`src/rtl/p2f_pkg.sv`:
```
// Package for the packet to flit segmenter: sizes, item types, flit kind codes.
`default_nettype none
package p2f_pkg;

  localparam int QUEUE_DEPTH = 16;
  localparam int NODE_COUNT  = 64;
  localparam int MAX_FLITS   = 32;

  localparam int PTR_W   = (QUEUE_DEPTH > 1) ? $clog2(QUEUE_DEPTH) : 1;
  localparam int CNT_W   = $clog2(QUEUE_DEPTH + 1);
  localparam int LEN_W   = $clog2(MAX_FLITS + 1);
  localparam int NODE_W  = 6;
  localparam int STAMP_W = 32;
  localparam int PLEN_W  = 6;
  localparam int SEQ_W   = 5;

  typedef enum logic [1:0] {
    KIND_HEAD = 2'd0,
    KIND_BODY = 2'd1,
    KIND_TAIL = 2'd2
  } flit_kind_t;

  typedef struct packed {
    logic               inject;
    logic [NODE_W-1:0]  pkt_source;
    logic [NODE_W-1:0]  pkt_target;
    logic [STAMP_W-1:0] pkt_stamp;
    logic [PLEN_W-1:0]  pkt_length;
    logic               ack_level;
  } p2f_in_t;

  typedef struct packed {
    logic               flit_valid;
    logic [NODE_W-1:0]  flit_source;
    logic [NODE_W-1:0]  flit_target;
    logic [STAMP_W-1:0] flit_stamp;
    logic [SEQ_W-1:0]   flit_seq;
    flit_kind_t         flit_kind;
    logic               req_level;
    logic               drop_flag;
  } p2f_out_t;

  // one queued packet; length already clamped to 1..MAX_FLITS
  typedef struct packed {
    logic [NODE_W-1:0]  src;
    logic [NODE_W-1:0]  dst;
    logic [STAMP_W-1:0] stamp;
    logic [LEN_W-1:0]   len;
  } p2f_entry_t;

endpackage
`default_nettype wire

```
`src/rtl/p2f_if.sv`:
```
// Valid/ready channel interfaces for input ticks and result items.
`default_nettype none
interface p2f_in_if
  import p2f_pkg::*;
  ();
  logic    valid;
  logic    ready;
  p2f_in_t data;
  modport source (output valid, output data, input ready);
  modport sink   (input valid, input data, output ready);
endinterface

interface p2f_out_if
  import p2f_pkg::*;
  ();
  logic     valid;
  logic     ready;
  p2f_out_t data;
  modport source (output valid, output data, input ready);
  modport sink   (input valid, input data, output ready);
endinterface
`default_nettype wire

```
`src/rtl/packet_to_flit_tx_handshake.sv`:
```
// Packet to flit transmit segmenter with alternating-bit request/acknowledge.
//
// in_ch carries one item per network tick: an optional packet descriptor
// (inject, source, target, stamp, length) and the router's ack level.
// out_ch returns exactly one item per input item: the flit sent on that
// tick (or all-zero flit fields when none is sent), the request level after
// the tick, and a drop flag when the 16-entry packet queue was full.
// A packet injected into an empty queue can send its head flit on the
// same tick.
// The input item is held in an input register; the queue update and flit
// build then feed the result register.
// Items are taken at one per cycle while out_ch.ready stays high; the queue
// read, count update and flit kind/sequence logic all settle in a single
// register-to-register pass.
// When the receiver stalls, the result register holds and one more item is
// taken into the input register; after that in_ch.ready drops until
// out_ch.ready returns.
// Reset clears pointers, count, flit progress and the request level; queue
// entries are not cleared and are only read after being written.
`default_nettype none
module packet_to_flit_tx_handshake
  import p2f_pkg::*;
(
  input  wire logic  clk,
  input  wire logic  rst_n,
  p2f_in_if.sink     in_ch,
  p2f_out_if.source  out_ch
);

  p2f_entry_t store_r [QUEUE_DEPTH];

  p2f_in_t          in_r;
  logic             in_valid_r;
  p2f_out_t         out_r, out_nxt;
  logic             out_valid_r;

  logic [PTR_W-1:0] head_r, head_nxt;
  logic [PTR_W-1:0] tail_r, tail_nxt;
  logic [CNT_W-1:0] count_r, count_nxt;
  logic [LEN_W-1:0] rem_r, rem_nxt;
  logic             send_level_r, send_level_nxt;

  logic             advance;
  logic             full;
  logic             push;
  logic             send;
  logic             pop;
  p2f_entry_t       new_entry;
  p2f_entry_t       front;
  logic [LEN_W-1:0] left;
  logic [LEN_W-1:0] left_dec;

  assign advance      = in_valid_r && (!out_valid_r || out_ch.ready);
  assign in_ch.ready  = !in_valid_r || advance;
  assign out_ch.valid = out_valid_r;
  assign out_ch.data  = out_r;

  assign full = (count_r == CNT_W'(QUEUE_DEPTH));
  assign push = in_r.inject && !full;

  always_comb begin
    new_entry.src   = in_r.pkt_source;
    new_entry.dst   = in_r.pkt_target;
    new_entry.stamp = in_r.pkt_stamp;
    if (in_r.pkt_length == '0) begin
      new_entry.len = LEN_W'(1);
    end else if (32'(in_r.pkt_length) > MAX_FLITS) begin
      new_entry.len = LEN_W'(MAX_FLITS);
    end else begin
      new_entry.len = LEN_W'(in_r.pkt_length);
    end
  end

  // empty queue: the packet pushed this tick is the front one
  assign front = (count_r == '0) ? new_entry : store_r[head_r];
  assign send  = (in_r.ack_level == send_level_r) && ((count_r != '0) || push);
  assign left  = ((rem_r == '0) || (rem_r > front.len)) ? front.len : rem_r;
  assign left_dec = left - LEN_W'(1);
  assign pop   = send && (left_dec == '0);

  always_comb begin
    head_nxt       = head_r;
    tail_nxt       = tail_r;
    rem_nxt        = rem_r;
    send_level_nxt = send_level_r;
    count_nxt      = count_r + CNT_W'(push) - CNT_W'(pop);
    if (push) begin
      tail_nxt = (tail_r == PTR_W'(QUEUE_DEPTH - 1)) ? '0 : tail_r + PTR_W'(1);
    end
    if (pop) begin
      head_nxt = (head_r == PTR_W'(QUEUE_DEPTH - 1)) ? '0 : head_r + PTR_W'(1);
    end
    if (send) begin
      rem_nxt        = left_dec;
      send_level_nxt = !send_level_r;
    end
  end

  always_comb begin
    out_nxt           = '0;
    out_nxt.req_level = send_level_nxt;
    out_nxt.drop_flag = in_r.inject && full;
    if (send) begin
      out_nxt.flit_valid  = 1'b1;
      out_nxt.flit_source = front.src;
      out_nxt.flit_target = front.dst;
      out_nxt.flit_stamp  = front.stamp;
      out_nxt.flit_seq    = SEQ_W'(front.len - left);
      if (left == front.len) begin
        out_nxt.flit_kind = KIND_HEAD;
      end else if (left == LEN_W'(1)) begin
        out_nxt.flit_kind = KIND_TAIL;
      end else begin
        out_nxt.flit_kind = KIND_BODY;
      end
    end
  end

  always_ff @(posedge clk) begin
    if (!rst_n) begin
      in_valid_r   <= 1'b0;
      out_valid_r  <= 1'b0;
      head_r       <= '0;
      tail_r       <= '0;
      count_r      <= '0;
      rem_r        <= '0;
      send_level_r <= 1'b0;
    end else begin
      if (in_ch.ready) begin
        in_valid_r <= in_ch.valid;
      end
      if (advance) begin
        out_valid_r  <= 1'b1;
        head_r       <= head_nxt;
        tail_r       <= tail_nxt;
        count_r      <= count_nxt;
        rem_r        <= rem_nxt;
        send_level_r <= send_level_nxt;
      end else if (out_ch.ready) begin
        out_valid_r <= 1'b0;
      end
    end
  end

  always_ff @(posedge clk) begin
    if (in_ch.valid && in_ch.ready) begin
      in_r <= in_ch.data;
    end
    if (advance) begin
      out_r <= out_nxt;
    end
    if (advance && push) begin
      store_r[tail_r] <= new_entry;
    end
  end

  // queue occupancy never exceeds its depth
  a_count_bound: assert property (@(posedge clk) disable iff (!rst_n)
    count_r <= CNT_W'(QUEUE_DEPTH))
    else $error("packet queue count above depth");

  // an empty queue has matching pointers
  a_empty_ptrs: assert property (@(posedge clk) disable iff (!rst_n)
    (count_r == '0) |-> (head_r == tail_r))
    else $error("empty queue with pointer mismatch");

  // request level only moves on a tick that is processed
  a_level_hold: assert property (@(posedge clk) disable iff (!rst_n)
    !advance |=> $stable(send_level_r))
    else $error("request level changed without a processed item");

  // a waiting input item is held until it is processed
  a_in_hold: assert property (@(posedge clk) disable iff (!rst_n)
    (in_valid_r && !advance) |=> (in_valid_r && $stable(in_r)))
    else $error("pending input item lost");

  // a flit that starts a packet is always typed head
  a_head_kind: assert property (@(posedge clk) disable iff (!rst_n)
    (advance && send && (rem_r == '0)) |-> (out_nxt.flit_kind == KIND_HEAD))
    else $error("first flit of packet not typed head");

endmodule
`default_nettype wire
```
`src/flat_wrapper.sv`:
```
// flat-port wrapper written by rule: the top's interface ports become plain ports
module packet_to_flit_tx_handshake_flat import p2f_pkg::*;
  (clk, rst_n, in_ch_valid, in_ch_data, in_ch_ready, out_ch_valid, out_ch_data, out_ch_ready);
  p2f_in_if in_ch_i ();
  p2f_out_if out_ch_i ();
  input  wire logic clk;
  input  wire logic rst_n;
  input wire logic [$bits(in_ch_i.valid)-1:0] in_ch_valid;
  input wire logic [$bits(in_ch_i.data)-1:0] in_ch_data;
  output wire logic [$bits(in_ch_i.ready)-1:0] in_ch_ready;
  output wire logic [$bits(out_ch_i.valid)-1:0] out_ch_valid;
  output wire logic [$bits(out_ch_i.data)-1:0] out_ch_data;
  input wire logic [$bits(out_ch_i.ready)-1:0] out_ch_ready;
  assign in_ch_i.valid = in_ch_valid;
  assign in_ch_i.data = in_ch_data;
  assign in_ch_ready = in_ch_i.ready;
  assign out_ch_valid = out_ch_i.valid;
  assign out_ch_data = out_ch_i.data;
  assign out_ch_i.ready = out_ch_ready;
  packet_to_flit_tx_handshake u_core (.clk(clk), .rst_n(rst_n), .in_ch(in_ch_i), .out_ch(out_ch_i));
endmodule
```
`config.mk`:
```
export PLATFORM = sky130hd
export DESIGN_NAME = packet_to_flit_tx_handshake_flat
export DESIGN_NICKNAME = d
export VERILOG_FILES = /design/src/rtl/p2f_pkg.sv /design/src/rtl/p2f_if.sv /design/src/rtl/packet_to_flit_tx_handshake.sv /design/src/flat_wrapper.sv
export SDC_FILE = /design/constraint.sdc
export NUM_CORES = 1
export LEC_CHECK = 0
export ABC_AREA = 1
export CORE_ASPECT_RATIO = 1.2
export CORE_MARGIN = 3
export CORE_UTILIZATION = 30
export DETAILED_ROUTE_END_ITERATION = 6
export DONT_BUFFER_PORTS = 1
export SLEW_MARGIN = 10
export SYNTH_ARGS = -nofsm -noshare
export SYNTH_HDL_FRONTEND = slang
export SYNTH_SLANG_ARGS = --single-unit
```
`constraint.sdc`:
```
create_clock -name clk -period 12.1 [get_ports clk]
set_clock_uncertainty 0.05 [all_clocks]
set_input_delay 0.605 -clock clk [delete_from_list [all_inputs] [get_ports clk]]
set_output_delay 0.605 -clock clk [all_outputs]
set_load 0.005 [all_outputs]
```
# [Yosys cells after proc, flatten, opt, wreduce, memory -nomap -nowiden]
# Memories as Yosys holds them, arrays and structs flattened. A register that Yosys moved wholly into a read port is not among the register bits.
# Index checks and enable logic that the tools add are counted.
[totals] ff_bits=128 latchBits=0 ramBits=800 rom_bits=0 in_bits=56 out_inout_bits=56 wordCells=78 memories=1
[classes] add_sub_neg=6 multipliers=0 div=0 magnitude_cmp=2 n_eq_ne=6 n_shift=0 n_mux=16 bitwise=1 n_reduce_logical=25
[memory_table] memory="u_core.store_r" words=16 width=50 read_ports=1 rd_ports_with_merged_regs=1 write_ports=1 line_no="packet_to_flit_tx_handshake.sv:30" text="p2f_entry_t store_r [QUEUE_DEPTH];"
[op_table] operator="two-way mux 52 bit" count=1
[op_table] operator="two-way mux 50 bit" count=1
[op_table] operator="logical NOT 6 bit" count=3
[op_table] operator="two-way mux 6 bit" count=3
[op_table] operator="two-way mux 4 bit" count=4
[op_table] operator="adder 4 x 1 -> 4 bit, second input constant" count=2
[op_table] operator="== test 4 bit, second input constant" count=2
[op_table] operator="logical AND 1 bit" count=7
[op_table] operator="== test 6 x 1 -> 1 bit, second input constant" count=1
[op_table] operator="== test 6 bit" count=1
[op_table] operator="greater-than comparator 6 bit" count=1
[op_table] operator="greater-than comparator 6 bit, second input constant" count=1
[op_table] operator="AND reduction 2 bit" count=3
[op_table] operator="subtractor 6 x 1 -> 6 bit, second input constant" count=1
[op_table] operator="adder 5 x 1 -> 5 bit" count=1
[op_table] operator="== test 5 bit, second input constant" count=1
[op_table] operator="logical NOT 5 bit" count=1
[op_table] operator="two-way mux 1 bit" count=5
[op_table] operator="nonzero test 5 bit" count=1
[op_table] operator="subtractor 5 x 1 -> 5 bit" count=1
[op_table] operator="subtractor 5 bit" count=1
[op_table] operator="logical NOT 1 bit" count=4
[op_table] operator="logical OR 1 bit" count=4
[op_table] operator="two-way mux 2 bit" count=2
[op_table] operator="other kinds (4)" count=4

# [Longest topological paths before layout]
[logic_depth] ltp_word=13 mapped_depth=38

# [Worst setup path after synthesis]
# No wires, ideal clock.
[synth_path] path_type="register to register" startpoint="register (tool-made name)" endpoint="register u_core.count_r[4]" setup_ns=0.070 arrival_time_ns=4.632 t_required_ns=11.980 setup_slack_ns=7.348 path_stages_with_launch=36 path_buffers=3 cell_sequence="dfxtp_1 inv_1 clkbuf_1 buf_2 buf_2 o21ai_0 o221ai_1 nand3_1 nand3_1 o21ai_0 ha_1 nand2_1 nor2_1 nand4_2 nand2_4 nand2_4 nand2_1 nand2_2 inv_1 ha_1 nand2_1 nor2_2 nand3_2 nor2_8 ha_1 inv_1 ha_1 inv_1 fa_1 o21ai_0 a21oi_1 nand2_1 nand2_1 nor2_1 o21ai_0 a21oi_1"
[synth_lines] item="end signal, assigned" line_no="packet_to_flit_tx_handshake.sv:136" text="count_r <= count_nxt;"
[synth_lines] item="end, declared" line_no="packet_to_flit_tx_handshake.sv:39" text="logic [CNT_W-1:0] count_r, count_nxt;"

==> qor.txt <==
Slew Viols, Final: 0
Fmax: 0.137 GHz
Post-synthesis sequential area ratio: 0.753
R2R Path End: u_core.count_r[4]$_SDFFE_PN0P_
Worst Max-Slew Pin Slew: 1.26 ns
Final worst path period share: 0.603
Layout cells sized above 1: 0.0731
Worst min path class: in2reg
HP Start: in_ch_valid
CP Launch Type: flip-flop
Htree depth: 3
Initial Util: 0.303
Fin crit period: 7.29 ns
Dpl cells: 4339
Post-Syn Nets: 2935
CTS Sinks: 932
Layout area overhead: 14.2%
Routed len/inst: 21.1 um
Final setup vio count: 0
IO Pins: 112
Mapped cell area: 0.0368 sq mm
TritonCTS Buffers: 91
Async SR Flop Fraction: 0
Setup TNS: 0 ns
Largest stage delay, worst path: 0.88 ns
Worst R2R Path Depth: 33
DR iter-0 viols: 2210
Synthesized area per cell: 12.9 sq um
Post-DP Area: 0.0386 sq mm
FILL cells: 11821
CP required: 12.66 ns
Hold Path End: u_core.in_valid_r$_SDFFE_PN0N_
PortBufs: 0
Synth warn: 0
Reg2Reg Setup Slack: 4.81 ns
Status: finished clean
Hold path depth: 2
Crit. End Element: flip-flop
Design area: 0.0420 sq mm
Commonest cells after routing, fill and taps aside: edfxtp_1, nor2_1, o21ai_0
Total power: 6.83 mW
Vias: 22853
Initial antenna violation count: 2
Finished Core Util: 0.346
Global-route wire length before repair: 143000 um
Die Ht: 390 um
Max-cap violation count: 0
Detailed placement HPWL: 45200 um
CP bufs+invs: 4
Top-area cell type share of the netlist area: 0.739
Crit Path Class: reg2reg
Dominant synthesized flop cell: edfxtp_1
Endpoints failing hold: 0
CP top delay family: simple AND/OR/NAND/NOR gates
Hold Worst Slack: 0.0868 ns
Post-Place Worst Slack: 4.79 ns
Die area: 0.127 sq mm
Vias per cell: 5.01
CTS tree: done
Post-synth EDFFs: 906
Pwr per Cell Area: 163 mW/mm^2
Leakage power: 13.9 nW
Largest net degree at the start of global routing: 215
Final antenna-violating net count: 0
Crit path DAT: 7.85 ns
GRT Total Usage: 0.148
# resized after CTS: 0
Total core area: 0.122 sq mm
Max-slew headroom: 0.161
Most common cell after layout, fill and taps aside: edfxtp_1
WL final: 96100 um
Worst path slowest cell: dfxtp_4
Synth area leaders: edfxtp_1, o21ai_0, nor2_1, o22ai_1, clkbuf_1
Yosys cell types: 39
Post-route DRC: 0
Vias in the first global route: 22357
GR Overflow Total: 0
Fin worst setup slack: 4.81 ns
Non-filler cells, final: 4562
RSZ-0062 raised after global routing: no
Layout Nets: 2930
Clock slew at reported path FFs: 0.06 ns
Number of synthesized register bits: 932
Root buffer cell: clkbuf_16
Clock Path Buffers: 3
Cell taking the most area after synthesis: edfxtp_1
Gate Count Post-Synth: 2857
Gpl congestion: 0.773
IR drop worst, VDD: 0.0913 mV
Worst-Skew Late Latency: 0.68 ns
TritonRoute pass-1 iters: 6
Peak fanout along the critical path: 90
Die width: 326 um
Row count: 140
state kept, by name, summed over array words and instances, names as in the netlist, named ones only:
name	flops
u_core.store_r	800
u_core.out_ch.data	54
u_core.in_r	52
u_core.rem_r	6
u_core.count_r	5
u_core.head_r	4
u_core.tail_r	4
u_core.in_valid_r	1
u_core.out_ch.valid	1
u_core.send_level_r	1
power by group:
part	leakage, nW	internal, mW	switching, mW
logic	4.06	0.103	0.255
clock network	1.44	1.61	1.22
registers	8.45	3.59	0.0589
per-layer routing:
layer,share of wire,track usage,vias up
met4,0.028,0.0483,2
met5,0.00014,0,-
met1,0.42,0.188,11475
li1,-,-,10444
met2,0.50,0.256,765
met3,0.059,0.0244,167
synthesized netlist by cell type, types with 2 or more instances:
master	n
edfxtp_1	906
nor2_1	626
o21ai_0	534
o22ai_1	210
clkbuf_1	154
inv_1	122
nand2_1	84
nand3_1	41
a21oi_1	26
dfxtp_1	26
ha_1	20
o221ai_1	17
buf_2	15
o32ai_1	13
buf_1	10
nand2_2	8
nand3_2	5
o21ai_1	4
xor2_1	4
nand2_4	3
nand4_1	3
a31oi_1	2
buf_6	2
fa_1	2
inv_2	2
nor3_1	2
nor4_1	2
o31ai_1	2
xnor2_1	2
cell families (layout without fill, tap and decap cells):
group	Yosys count	count (layout)	synth area share
buf+inv	307	377	0.0323
fa+ha+maj	22	22	0.00788
simple gates	778	778	0.0840
flops	932	932	0.753
other cells	0	2	0
xor+xnor	6	6	0.00143
compound gates	812	812	0.121
how the worst max path moves through the flow:
stage | end | from | slack [ns] | cells past startpoint
6_report | u_core.count_r[4]$_SDFFE_PN0P_ | flip-flop | 4.81 | 33
3_5_place_dp | u_core.count_r[4]$_SDFFE_PN0P_ | flip-flop | 4.79 | 33
2_1_floorplan | u_core.count_r[4]$_SDFFE_PN0P_ | flip-flop | 7.35 | 35
3_3_place_gp | u_core.count_r[4]$_SDFFE_PN0P_ | flip-flop | 4.89 | 33
5_1_grt | u_core.count_r[4]$_SDFFE_PN0P_ | flip-flop | 4.17 | 33
4_1_cts | u_core.count_r[4]$_SDFFE_PN0P_ | flip-flop | 4.80 | 33
cell type report:
type                            instances  area, sq um  area share
Inverter                              125          487      0.0116
Clock inverter                         54          520      0.0124
Clock buffer                          114         2440      0.0579
Timing Repair Buffer                   84          776      0.0184
Sequential cell                       932        27700       0.660
Multi-Input combinational cell       1618         8040       0.191
Antenna cell                            2         5.00    0.000119
Tap cell                             1633         2040      0.0486
timing repair:
action / 4_1_cts / 5_1_grt
setup buffers: 0 / 0
hold buffers: 53 / 0
hold endpoints to repair: 61 / 0
Note: power is estimated with default switching activity, not from simulation.
